`src/rtl/core/skt_pkg.sv`:
```
`default_nettype none

package skt_pkg;

    localparam int TABLE_DEPTH = 1024;
    localparam int IDX_W       = $clog2(TABLE_DEPTH);
    localparam int CNT_W       = $clog2(TABLE_DEPTH + 1);

    localparam int REC_W       = 64;
    localparam int KMER_LSB    = 10;
    localparam int KMER_W      = 54;
    localparam int TAG_LSB     = 5;
    localparam int TAG_W       = 5;
    localparam int COUNT_W     = 5;
    localparam int LETTER_W    = 4;
    localparam int INDEX_W     = 10;
    localparam int ENTRY_CNT_W = 11;

    // transaction kinds on the mode input
    localparam logic OP_WRITE  = 1'b0;
    localparam logic OP_LOOKUP = 1'b1;

    // command queue between front and back
    localparam int QDEPTH      = 2;
    localparam int QPTR_W      = (QDEPTH > 1) ? $clog2(QDEPTH) : 1;
    localparam int QCNT_W      = $clog2(QDEPTH + 1);

    typedef struct packed {
        logic                 is_lookup;
        logic [IDX_W-1:0]     idx;
        logic [REC_W-1:0]     rec;
        logic [KMER_W-1:0]    key;
        logic [TAG_W-1:0]     want;
    } skt_cmd_t;

    typedef struct packed {
        logic [QCNT_W-1:0]    count;
        logic                 full;
        logic                 empty;
    } skt_q_status_t;

endpackage

`default_nettype wire

```
`src/rtl/core/skt_queue.sv`:
```
`default_nettype none

// Short command FIFO, fall-through read.
module skt_queue (
    input  wire logic                  clk,
    input  wire logic                  rst_n,
    input  wire logic                  push,
    input  wire skt_pkg::skt_cmd_t     push_cmd,
    input  wire logic                  pop,
    output skt_pkg::skt_cmd_t          head_cmd,
    output skt_pkg::skt_q_status_t     status
);

    skt_pkg::skt_cmd_t                 slot_reg [skt_pkg::QDEPTH];
    logic [skt_pkg::QPTR_W-1:0]        wr_ptr_reg;
    logic [skt_pkg::QPTR_W-1:0]        rd_ptr_reg;
    logic [skt_pkg::QCNT_W-1:0]        count_reg;
    logic                              do_push;
    logic                              do_pop;

    assign status.count = count_reg;
    assign status.full  = (count_reg == skt_pkg::QCNT_W'(skt_pkg::QDEPTH));
    assign status.empty = (count_reg == '0);
    assign head_cmd     = slot_reg[rd_ptr_reg];

    assign do_push = push && !status.full;
    assign do_pop  = pop && !status.empty;

    function automatic logic [skt_pkg::QPTR_W-1:0] bump(input logic [skt_pkg::QPTR_W-1:0] p);
        if (p == skt_pkg::QPTR_W'(skt_pkg::QDEPTH - 1))
        begin
            return '0;
        end
        return p + 1'b1;
    endfunction

    always_ff @(posedge clk or negedge rst_n)
    begin
        if (!rst_n)
        begin
            wr_ptr_reg <= '0;
            rd_ptr_reg <= '0;
            count_reg  <= '0;
        end
        else
        begin
            if (do_push)
            begin
                wr_ptr_reg <= bump(wr_ptr_reg);
            end
            if (do_pop)
            begin
                rd_ptr_reg <= bump(rd_ptr_reg);
            end
            if (do_push && !do_pop)
            begin
                count_reg <= count_reg + 1'b1;
            end
            else if (do_pop && !do_push)
            begin
                count_reg <= count_reg - 1'b1;
            end
        end
    end

    always_ff @(posedge clk)
    begin
        if (do_push)
        begin
            slot_reg[wr_ptr_reg] <= push_cmd;
        end
    end

endmodule

`default_nettype wire

```
`config.mk`:
```
export PLATFORM = sky130hd
export DESIGN_NAME = skt_queue
export DESIGN_NICKNAME = d
export VERILOG_FILES = /design/src/rtl/core/skt_pkg.sv /design/src/rtl/core/skt_queue.sv
export SDC_FILE = /design/constraint.sdc
export NUM_CORES = 1
export LEC_CHECK = 0
export ABC_CLOCK_PERIOD_IN_PS = 9000
export BUFFER_PORTS_ARGS = -buffer_cell sky130_fd_sc_hd__buf_2
export CAP_MARGIN = 5
export CORE_MARGIN = 3
export CORE_UTILIZATION = 40
export DETAILED_ROUTE_END_ITERATION = 8
export PLACE_DENSITY_LB_ADDON = 0.25
export SKIP_CTS_REPAIR_TIMING = 1
export SLEW_MARGIN = 20
export SYNTH_ARGS = -nofsm -noshare
export SYNTH_HDL_FRONTEND = slang
export SYNTH_SLANG_ARGS = --single-unit
```
`constraint.sdc`:
```
create_clock -name clk -period 9 [get_ports clk]
set_input_delay 0.9 -clock clk [delete_from_list [all_inputs] [get_ports clk]]
set_output_delay 0.9 -clock clk [all_outputs]
set_load 0.005 [all_outputs]
```
==> reports/qor.txt <==
status -> completed
Cell Int Power -> 2.95 mW
global-route wire length before repair -> 29,300 um
Setup WS pre-CTS -> 5710 ps
CP cell instances -> buf_4, mux2_2, buf_2
clk_skew -> 9.25 ps
DP Cell Count -> 1,025
largest stage delay on the critical path -> 800 ps
largest net degree at the start of global routing -> 79
Yosys warning total -> 0
CTS clk-pin slew, worst paths -> 60 ps
Flop pwr share -> 46.1%
kind of critical path -> register to primary output
FILL cells -> 2,077
synthesized cell area -> 10,100 sq um
row cnt -> 57
Synth Area in Compound Gates -> 0.0498%
root buf cell -> clkbuf_16
Slew Viols, Final -> 0
mux contribution to synthesized area -> 16.9%
max cap viols -> 0
input/output buffers -> 275
Final Setup Violations -> 0
clk_lat worst skew -> 520 ps
Worst EP required -> 8100 ps
maximum VDD drop -> 0.000178 V
hold_ws -> 173 ps
CTS tree -> done
syn nets -> 575
sw power -> 1.07 mW
antenna violations before repair -> 7
nets -> 870
final setup TNS -> 0 ps
post-detailed-route via-to-cell ratio -> 4.70
Synth-to-Final Area Change -> 25.8%
Largest register FFs -> 268
Synth Area in XOR/XNOR -> 0.435%
CTS Buffer Depth -> 3
simple-gate share of the synthesized area -> 0.274%
post-synth top area share -> 80.0%
Critical-path top delay cell -> dfrtp_4
Crit Path Max Fanout -> 60
Rel. slew slack -> 28.7%
PD cells -> 317 nW/um^2
Clock Sinks -> 272
drc violations -> 0
Overflow after GRT -> 0
Detail Route Antenna Nets -> 0
Wirelength per Cell -> 18.3 um
Finished Cell Area -> 12,700 sq um
via count -> 5,055
multi-input combinational cell area -> 1800 sq um
Synth area leader -> edfxtp_1
Final Cycle Share -> 40.4%
Switching Share -> 26.6%
commonest cells after routing, fill and taps aside -> buf_2, edfxtp_1, mux2_2
Starting Density -> 41.0%
maximum clock frequency -> 0.275 GHz
Cell variety after synth -> 15
H-tree depth -> 1
register area -> 8150 sq um
Top Family by Delay on Critical Path -> buffers and inverters
sequential share of the synthesized area -> 81.0%
CP endpoint kind -> primary output
Post-DP Area -> 11,800 sq um
Placer Congestion -> 0.785
Pleak -> 4.86 nW
Critical Path AT -> 2740 ps
number of buffers created by CTS -> 28
startpoint types -> register
vias in the first global route -> 5,473
Die W -> 165 um
core footprint -> 24,500 sq um
endpoints failing hold -> 0
Least-Margin Pin Slew -> 1070 ps
Period minus WS final -> 3640 ps
overall routing resource usage -> 13.8%
drt total wl -> 19,700 um
post-synthesis cell count -> 436
Syn Area/Cell -> 23.1 sq um
adder-cell share of the synthesized area -> 0.124%
Ports -> 276
area of the die -> 27,100 sq um
main combinational cell family by area after synthesis -> multiplexers
Detailed Routing Iterations Pass 1 -> 4
Post-Layout Cell Count -> 1,076
HPWL after DPL -> 13,200 um
Logic pwr share -> 27.5%
hold crit path type -> primary input to async pin
most common cell after layout, fill and taps aside -> buf_2
Initial DRC Count -> 214
Die Span Y -> 165 um
share of cells above drive strength 1 -> 60.3%
RSZ-0062 raised after global routing -> no
Final Util -> 51.6%
Worst Path Buf+Inv -> 2
#FFs+latches synth -> 272
clock share of power -> 26.4%
Final WS setup -> 5360 ps
synth top area cells -> edfxtp_1, mux2_2, mux2_4
Power Total -> 4.01 mW
[synthesized netlist by cell type (all sizes together)]
cell type,n
ha,1
xnor2,3
nand2b,1
nand2,1
inv,2
nor2,3
and3,1
mux2,134
o21ai,1
buf,15
dfrtp,4
edfxtp,268
xor2,2
[cell type report]
type | instances | area share (%)
antenna | 2 | 0.0396
sequential | 272 | 64.4
clock inverter | 12 | 0.910
inverter | 2 | 0.0593
clock buffer | 37 | 5.81
timing repair buffer | 280 | 11.3
multi-input combinational | 147 | 14.2
tap | 324 | 3.20
[cell families (layout without fill, tap and decap cells)]
| logic type | count (synthesis) | after routing |
|---|---|---|
| buffers and inverters | 17 | 331 |
| AND/OR/NAND/NOR | 6 | 6 |
| other | 0 | 2 |
| multiplexers | 134 | 134 |
| AO/OA/AOI/OAI | 1 | 1 |
| adder cells (fa/ha/maj) | 1 | 1 |
| flip-flops | 272 | 272 |
| XOR/XNOR | 5 | 5 |
[per-layer routing]
| layer | share of wire [%] | wire length (um) | track usage (%) |
|---|---|---|---|
| met5 | 0.32 | 62 | 0 |
| met1 | 41 | 7970 | 17.5 |
| met4 | 2.0 | 388 | 4.35 |
| met3 | 11 | 2110 | 5.42 |
| met2 | 46 | 9120 | 21.8 |
[path summary, 6_finish.rpt]
path | start | end | slack [ps] | depth (start not counted)
max | rd_ptr_reg | head_cmd[32] | 5360 | 3
min | rst_n | count_reg[0] | 170 | 1
max reg2reg | count_reg[0] | slot_reg[0][52] | 6070 | 5
min reg2reg | wr_ptr_reg | wr_ptr_reg | 560 | 1
max in group asynchronous | rst_n | rd_ptr_reg | 8690 | 1
min in group clk | wr_ptr_reg | wr_ptr_reg | 560 | 1
[power by group through the flow]
| stage | Combinational (mW) | Sequential (mW) | Clock, mW |
|---|---|---|---|
| 3_3_place_gp | 1.06 | 1.90 | 0 |
| 4_1_cts | 1.13 | 1.86 | 1.10 |
| 6_report | 1.10 | 1.85 | 1.06 |
| 5_1_grt | 1.20 | 1.88 | 1.15 |
| 3_5_place_dp | 1.13 | 1.88 | 0 |
| 2_1_floorplan | 0.732 | 1.86 | 0 |
Power figures use the tool's default switching activity.
