--- src/rtl/core/skt_pkg.sv ---
`default_nettype none

package skt_pkg;

    localparam int TABLE_DEPTH = 1024;
    localparam int IDX_W       = $clog2(TABLE_DEPTH);
    localparam int CNT_W       = $clog2(TABLE_DEPTH + 1);

    localparam int REC_W       = 64;
    localparam int KMER_LSB    = 10;
    localparam int KMER_W      = 54;
    localparam int TAG_LSB     = 5;
    localparam int TAG_W       = 5;
    localparam int COUNT_W     = 5;
    localparam int LETTER_W    = 4;
    localparam int INDEX_W     = 10;
    localparam int ENTRY_CNT_W = 11;

    // transaction kinds on the mode input
    localparam logic OP_WRITE  = 1'b0;
    localparam logic OP_LOOKUP = 1'b1;

    // command queue between front and back
    localparam int QDEPTH      = 2;
    localparam int QPTR_W      = (QDEPTH > 1) ? $clog2(QDEPTH) : 1;
    localparam int QCNT_W      = $clog2(QDEPTH + 1);

    typedef struct packed {
        logic                 is_lookup;
        logic [IDX_W-1:0]     idx;
        logic [REC_W-1:0]     rec;
        logic [KMER_W-1:0]    key;
        logic [TAG_W-1:0]     want;
    } skt_cmd_t;

    typedef struct packed {
        logic [QCNT_W-1:0]    count;
        logic                 full;
        logic                 empty;
    } skt_q_status_t;

endpackage

`default_nettype wire

--- src/rtl/core/skt_front.sv ---
`default_nettype none

// Input stage: registers a transaction, forms the search tag and drops
// writes aimed past the table.
module skt_front (
    input  wire logic                              clk,
    input  wire logic                              rst_n,
    input  wire logic                              in_valid,
    output logic                                   in_stall,
    input  wire logic                              mode,
    input  wire logic [skt_pkg::INDEX_W-1:0]       index,
    input  wire logic [skt_pkg::REC_W-1:0]         record_word,
    input  wire logic [skt_pkg::KMER_W-1:0]        key_kmer,
    input  wire logic                              side,
    input  wire logic [skt_pkg::LETTER_W-1:0]      letter,
    output logic                                   push_valid,
    output skt_pkg::skt_cmd_t                      push_cmd,
    input  wire logic                              q_full
);

    logic              valid_reg;
    skt_pkg::skt_cmd_t cmd_reg;
    logic              take;
    logic              push_done;
    logic              keep;

    assign push_done = valid_reg && !q_full;
    assign in_stall  = valid_reg && q_full;
    assign take      = in_valid && !in_stall;
    // a write past the table is consumed without effect
    assign keep      = (mode == skt_pkg::OP_LOOKUP)
                    || (32'(index) < 32'(skt_pkg::TABLE_DEPTH));

    assign push_valid = valid_reg;
    assign push_cmd   = cmd_reg;

    always_ff @(posedge clk or negedge rst_n)
    begin
        if (!rst_n)
        begin
            valid_reg <= 1'b0;
        end
        else if (take)
        begin
            valid_reg <= keep;
        end
        else if (push_done)
        begin
            valid_reg <= 1'b0;
        end
    end

    always_ff @(posedge clk)
    begin
        if (take)
        begin
            cmd_reg.is_lookup <= (mode == skt_pkg::OP_LOOKUP);
            cmd_reg.idx       <= skt_pkg::IDX_W'(index);
            cmd_reg.rec       <= record_word;
            cmd_reg.key       <= key_kmer;
            cmd_reg.want      <= {side, letter};
        end
    end

endmodule

`default_nettype wire

--- config.mk ---
export PLATFORM = sky130hd
export DESIGN_NAME = skt_front
export DESIGN_NICKNAME = d
export VERILOG_FILES = /design/src/rtl/core/skt_pkg.sv /design/src/rtl/core/skt_front.sv
export SDC_FILE = /design/constraint.sdc
export NUM_CORES = 1
export LEC_CHECK = 0
export BUFFER_PORTS_ARGS = -buffer_cell sky130_fd_sc_hd__buf_2
export CAP_MARGIN = 10
export CORE_AREA = 2 2 78 154
export DETAILED_ROUTE_END_ITERATION = 16
export DIE_AREA = 0 0 80 156
export HOLD_SLACK_MARGIN = 0.03
export PLACE_DENSITY = 0.71
export SLEW_MARGIN = 0
export SYNTH_ARGS = -nofsm -noshare
export SYNTH_HDL_FRONTEND = slang
export SYNTH_SLANG_ARGS = --single-unit
--- constraint.sdc ---
create_clock -name clk -period 4.7 [get_ports clk]
set_input_delay 0.235 -clock clk [delete_from_list [all_inputs] [get_ports clk]]
set_output_delay 0.235 -clock clk [all_outputs]
set_load 0.01 [all_outputs]
==> impl_metrics.sql, run 1 <==
INSERT INTO impl_metrics (metric_group, metric, value, unit) VALUES
('outcome', 'outcome', 'stopped before the end', ''),
('outcome', 'failing_step', '4_1_cts', ''),
('outcome', 'error_message', '[ERROR RSZ-0060] Max buffer count reached.', ''),
('synth', 'yosysSeqAreaShare', '99.4', '%'),
('placed_design', 'post_dp_cell_area', '5640', 'um^2'),
('floorplan', 'die-height', '156', 'um'),
('placed_design', 'post-place-cells', '555', ''),
('clocking', 'clock_root_buffer', 'sky130_fd_sc_hd__clkbuf_16', ''),
('clocking', 'number_of_clock_sinks', '135', ''),
('synth', 'synth.distinct_cells', '5', ''),
('synth', 'mappedNetlistNets', '276', ''),
('synth', 'syn-cell-area', '4070', 'um^2'),
('synth', 'multiplexer_share_of_the_synthesized_area', '0', '%'),
('synth', 'synth_largest_type_area_fraction', '98.8', '%'),
('placed_design', 'post-dp-hpwl', '7730', 'um'),
('synth', 'synth_compound_gate_area_share', '0.461', '%'),
('synth', 'synth-adder-area-share', '0', '%'),
('clocking', 'h-tree-depth', '4', ''),
('clocking', 'tritoncts.num_buffers', '17', ''),
('placed_design', 'place.port_buffers', '273', ''),
('clocking', 'clockBufferDepth', '2', ''),
('clocking', 'post-cts-setup-buffers', '0', ''),
('synth', 'synth.area.top_cells', 'sky130_fd_sc_hd__edfxtp_1, sky130_fd_sc_hd__dfrtp_1, sky130_fd_sc_hd__a21boi_2', ''),
('placed_design', 'final_replace_weighted_congestion', '0.787', ''),
('synth', 'largest_family_of_logic_cells_by_synthesized_area', 'compound AO/OA/AOI/OAI gates', ''),
('synth', 'synth_cells', '138', ''),
('synth', 'total_of_flip_flops_plus_latches_after_synthesis', '135', ''),
('synth', 'post_synthesis_share_of_cell_area_spent_on_xor_and_xnor_gates', '0', '%'),
('clocking', 'total_of_cells_resized_after_clock_tree_synthesis', '0', ''),
('floorplan', 'placementRows', '55', ''),
('floorplan', 'die-width', '80', 'um'),
('synth', 'avgSynthCellArea', '29.5', 'um^2'),
('synth', 'synth-warning-count', '0', ''),
('synth', 'yosys.area_share.simple', '0.154', '%'),
('floorplan', 'initial_utilization', '36.1', '%'),
('synth', 'yosys.area.top_type', 'sky130_fd_sc_hd__edfxtp_1', ''),
('clocking', 'postCtsHoldBufs', '118', ''),
('floorplan', 'io_pins', '274', '');
## cell families after synthesis
family and Yosys count:
AO/OA/AOI/OAI 2, flip-flops 135, AND/OR/NAND/NOR 1
## stage by stage
stage               util, %  setup slack (ps)  hold WS [ps]
floorplan                 -               142         -60.6
global placement       50.0              3030          10.8
detailed placement     50.0              2960          13.9
## cells in the mapped netlist
| cell | count |
|---|---|
| sky130_fd_sc_hd__a21o_1 | 1 |
| sky130_fd_sc_hd__dfrtp_1 | 1 |
| sky130_fd_sc_hd__and2_1 | 1 |
| sky130_fd_sc_hd__a21boi_2 | 1 |
| sky130_fd_sc_hd__edfxtp_1 | 134 |
==> run 2: changes to the inputs <==
CORE_AREA = 2 2 107 109   (was 2 2 78 154)
DIE_AREA = 0 0 109 111   (was 0 0 80 156)
HOLD_SLACK_MARGIN = default   (was 0.03)
PLACE_DENSITY = default   (was 0.71)
PLACE_DENSITY_LB_ADDON = 0.15   (was default)
clock period = 6.1 ns   (was 4.7 ns; I/O delays follow)
==> impl_metrics.sql, run 2 <==
INSERT INTO impl_metrics (metric_group, metric, value, unit) VALUES
('synth', 'synth_edf_count', '134', ''),
('pwr', 'power.density', '364', 'nW/um^2'),
('placed_design', 'final_replace_weighted_congestion', '0.751', ''),
('sta', 'timing.final.setup_violations', '0', ''),
('routing', 'first_pass_iters', '4', ''),
('worst_hold_path', 'timing.hold.worst.class', 'input pin to flip-flop', ''),
('global_route', 'grt_util_all_layers', '15.3', '%'),
('synth', 'multiplexer_share_of_the_synthesized_area', '0', '%'),
('sta', 'finalClockSkew', '6.88', 'ps'),
('placed_design', 'pre_cts_ws', '3600', 'ps'),
('routing', 'avgRoutedWirePerCell', '15.8', 'um'),
('synth', 'post_synthesis_share_of_cell_area_spent_on_xor_and_xnor_gates', '0', '%'),
('worst_setup_path', 'cp_data_required_time', '6130', 'ps'),
('synth', 'syn-cell-area', '4070', 'um^2'),
('pwr', 'share_of_power_burned_in_combinational_logic', '6.3', '%'),
('synth', 'mappedNetlistNets', '276', ''),
('synth', 'yosysSeqAreaShare', '99.4', '%'),
('synth', 'synth_largest_type_area_fraction', '98.8', '%'),
('global_route', 'number_of_antenna_violations_at_the_first_check_in_global_routing', '0', ''),
('floorplan', 'initial_utilization', '36.8', '%'),
('routing', 'detail_route.drc_violations', '0', ''),
('synth', 'synth.area.top_cells', 'sky130_fd_sc_hd__edfxtp_1, sky130_fd_sc_hd__dfrtp_1, sky130_fd_sc_hd__a21boi_2', ''),
('sta', 'period_needed', '2470', 'ps'),
('floorplan', 'placementRows', '39', ''),
('synth', 'avgSynthCellArea', '29.5', 'um^2'),
('clocking', 'clockBufferDepth', '2', ''),
('pwr', 'seq_power_share', '48.0', '%'),
('synth', 'largest_family_of_logic_cells_by_synthesized_area', 'compound AO/OA/AOI/OAI gates', ''),
('final_layout', 'antenna_cells', '0', ''),
('sta', 'layout_setup_ws', '3630', 'ps'),
('pwr', 'p_total', '0.00228', 'W'),
('worst_setup_path', 'data_arrival_time_at_the_worst_slack_endpoint', '2500', 'ps'),
('run', 'cap_viol_max_count', '0', ''),
('final_layout', 'fraction_of_layout_cells_with_a_size_suffix_above_1', '68.6', '%'),
('routing', 'drt-initial-drc-count', '101', ''),
('global_route', 'globalRouteOverflowTotal', '0', ''),
('worst_setup_path', 'worstReg2RegStart', 'push_valid$_DFFE_PN0P_', ''),
('floorplan', 'core-area', '11100', 'um^2'),
('worst_setup_path', 'timing.critical_path.to_type', 'flip-flop', ''),
('final_layout', 'final_util', '56.5', '%'),
('sta', 'rsz0062_at_grt', 'no', ''),
('sta', 'totalNegativeSetupSlack', '0', 'ps'),
('synth', 'ys.flop_type', 'sky130_fd_sc_hd__edfxtp_1', ''),
('worst_setup_path', 'critPathMaxFanout', '68', ''),
('final_layout', 'mostFrequentLayoutCell', 'sky130_fd_sc_hd__buf_2', ''),
('floorplan', 'die_area', '12100', 'um^2'),
('outcome', 'outcome', 'complete, no violations', ''),
('worst_setup_path', 'worstSetupStartpointType', 'flip-flop', ''),
('pwr', 'power_report.internal_total', '0.00182', 'W'),
('floorplan', 'die-width', '109', 'um'),
('final_layout', 'syn_to_final_growth', '53.7', '%'),
('pwr', 'reported_leakage_power', '2.69', 'nW'),
('floorplan', 'io_pins', '274', ''),
('synth', 'synth-adder-area-share', '0', '%'),
('floorplan', 'die-height', '111', 'um'),
('sta', 'worst_pin_slew', '835', 'ps'),
('synth', 'yosys.area.top_type', 'sky130_fd_sc_hd__edfxtp_1', ''),
('worst_setup_path', 'setup.worst_path.start', 'push_valid$_DFFE_PN0P_', ''),
('synth', 'synth.distinct_cells', '5', ''),
('clocking', 'tritoncts.num_buffers', '17', ''),
('worst_hold_path', 'start_point_of_the_worst_min_delay_path', 'key_kmer[19]', ''),
('clocking', 'h-tree-depth', '4', ''),
('clocking', 'tritoncts', 'done', ''),
('synth', 'synth-async-reset-ratio', '0.741', '%'),
('sta', 'fmax', '404', 'MHz'),
('synth', 'synth-warning-count', '0', ''),
('final_layout', 'final_net_count', '571', ''),
('synth', 'cell_types_with_the_highest_counts_after_synthesis', 'sky130_fd_sc_hd__edfxtp_1, sky130_fd_sc_hd__a21boi_2, sky130_fd_sc_hd__a21o_1, sky130_fd_sc_hd__and2_1, sky130_fd_sc_hd__dfrtp_1', ''),
('clocking', 'number_of_clock_sinks', '135', ''),
('routing', 'route.final.wire_length', '9290', 'um'),
('sta', 'worst_slew_margin_rel', '44.3', '%'),
('sta', 'drv_slew', '0', ''),
('routing', 'ant_nets', '0', ''),
('final_layout', 'largest_register_ff_count', '134', ''),
('pwr', 'share_clk_of_total_power', '45.7', '%'),
('synth', 'synth_compound_gate_area_share', '0.461', '%'),
('pwr', 'switching_share', '19.9', '%'),
('sta', 'hold_viol', '0', ''),
('pwr', 'peakVddDrop', '221', 'uV'),
('global_route', 'grt_first_pass_wirelength', '13100', 'um'),
('routing', 'via_count', '2417', ''),
('sta', 'timing.hold.ws', '73.1', 'ps'),
('synth', 'synth_cells', '138', ''),
('clocking', 'clock_root_buffer', 'sky130_fd_sc_hd__clkbuf_16', ''),
('pwr', 'power_switching', '0.000454', 'W'),
('global_route', 'via_count_of_the_first_global_routing_pass', '2496', ''),
('clocking', 'total_of_cells_resized_after_clock_tree_synthesis', '0', ''),
('synth', 'yosys.area_share.simple', '0.154', '%'),
('sta', 'min_period_over_period', '40.5', '%'),
('global_route', 'pin_count_of_the_biggest_net_entering_global_routing', '69', ''),
('synth', 'most_frequent_cell_after_synthesis', 'sky130_fd_sc_hd__edfxtp_1', ''),
('placed_design', 'place.port_buffers', '273', ''),
('synth', 'total_of_flip_flops_plus_latches_after_synthesis', '135', ''),
('clocking', 'clkSlewWorstSetupHoldPaths', '60', 'ps'),
('routing', 'vias_per_cell', '4.10', ''),
('final_layout', 'mostFrequentLayoutCells', 'sky130_fd_sc_hd__buf_2, sky130_fd_sc_hd__edfxtp_1, sky130_fd_sc_hd__clkbuf_16', ''),
('clocking', 'clkLatencyLatePin', '400', 'ps'),
('clocking', 'post-cts-setup-buffers', '0', ''),
('worst_setup_path', 'criticalPathCategory', 'flip-flop to flip-flop', ''),
('final_layout', 'num-fill-cells', '896', '');
-- run 2: area by class of cell --
class	count	area, um^2	area share [%]
Clock buffer	17	425	6.79
Sequential cell	135	4050	64.7
Tap cell	143	179	2.86
Clock inverter	15	185	2.96
Multi-Input combinational cell	3	32.5	0.519
Timing Repair Buffer	276	1390	22.2
-- run 2: through the flow --
stage               std cells  instance area (um^2)
global placement          556                  5640
floorplan                 138                  4070
global route              589                  6260
CTS                       589                  6260
finish                    589                  6260
detailed placement        556                  5640
-- run 2: cell families after synthesis --
kind of cell / count (synthesis)
flops: 135
compound gates: 2
simple gates: 1
-- run 2: final timing paths --
check / to / slack, ps / depth (start not counted)
setup / recovery: push_cmd[77]$_DFFE_PP_ / 3630 / 3
hold / removal: push_cmd[24]$_DFFE_PP_ / 70 / 1
setup reg to reg: push_cmd[77]$_DFFE_PP_ / 3630 / 3
hold reg to reg: push_valid$_DFFE_PN0P_ / 620 / 1
max in group asynchronous: push_valid$_DFFE_PN0P_ / 5800 / 2
min in group asynchronous: push_valid$_DFFE_PN0P_ / 210 / 2
-- run 2: repair_timing --
| item | 4_1_cts | 5_1_grt |
|---|---|---|
| hold buffers | 1 | 0 |
| setup endpoints to repair | 0 | 0 |
| hold endpoints to repair | 1 | 0 |
-- run 2: metal layers --
layer	wire length [um]	GRT usage, %
met1	3120	15.7
met4	193	7.09
met5	0	0
met2	5050	26.1
met3	934	7.17
-- run 2: critical path, cell delays in order (launching register included) --
cell	delay, ps
sky130_fd_sc_hd__dfrtp_1	430
sky130_fd_sc_hd__a21boi_4	160
sky130_fd_sc_hd__buf_4	660
sky130_fd_sc_hd__buf_4	770
-- run 2: power by group through the flow --
stage               clock network (W)  logic (W)  registers (W)
floorplan                           0  0.0000174        0.00115
global route                  0.00111   0.000155        0.00110
global placement                    0   0.000143        0.00111
finish                        0.00104   0.000143        0.00109
CTS                           0.00106   0.000146        0.00110
detailed placement                  0   0.000145        0.00111
Power figures use the tool's default switching activity.
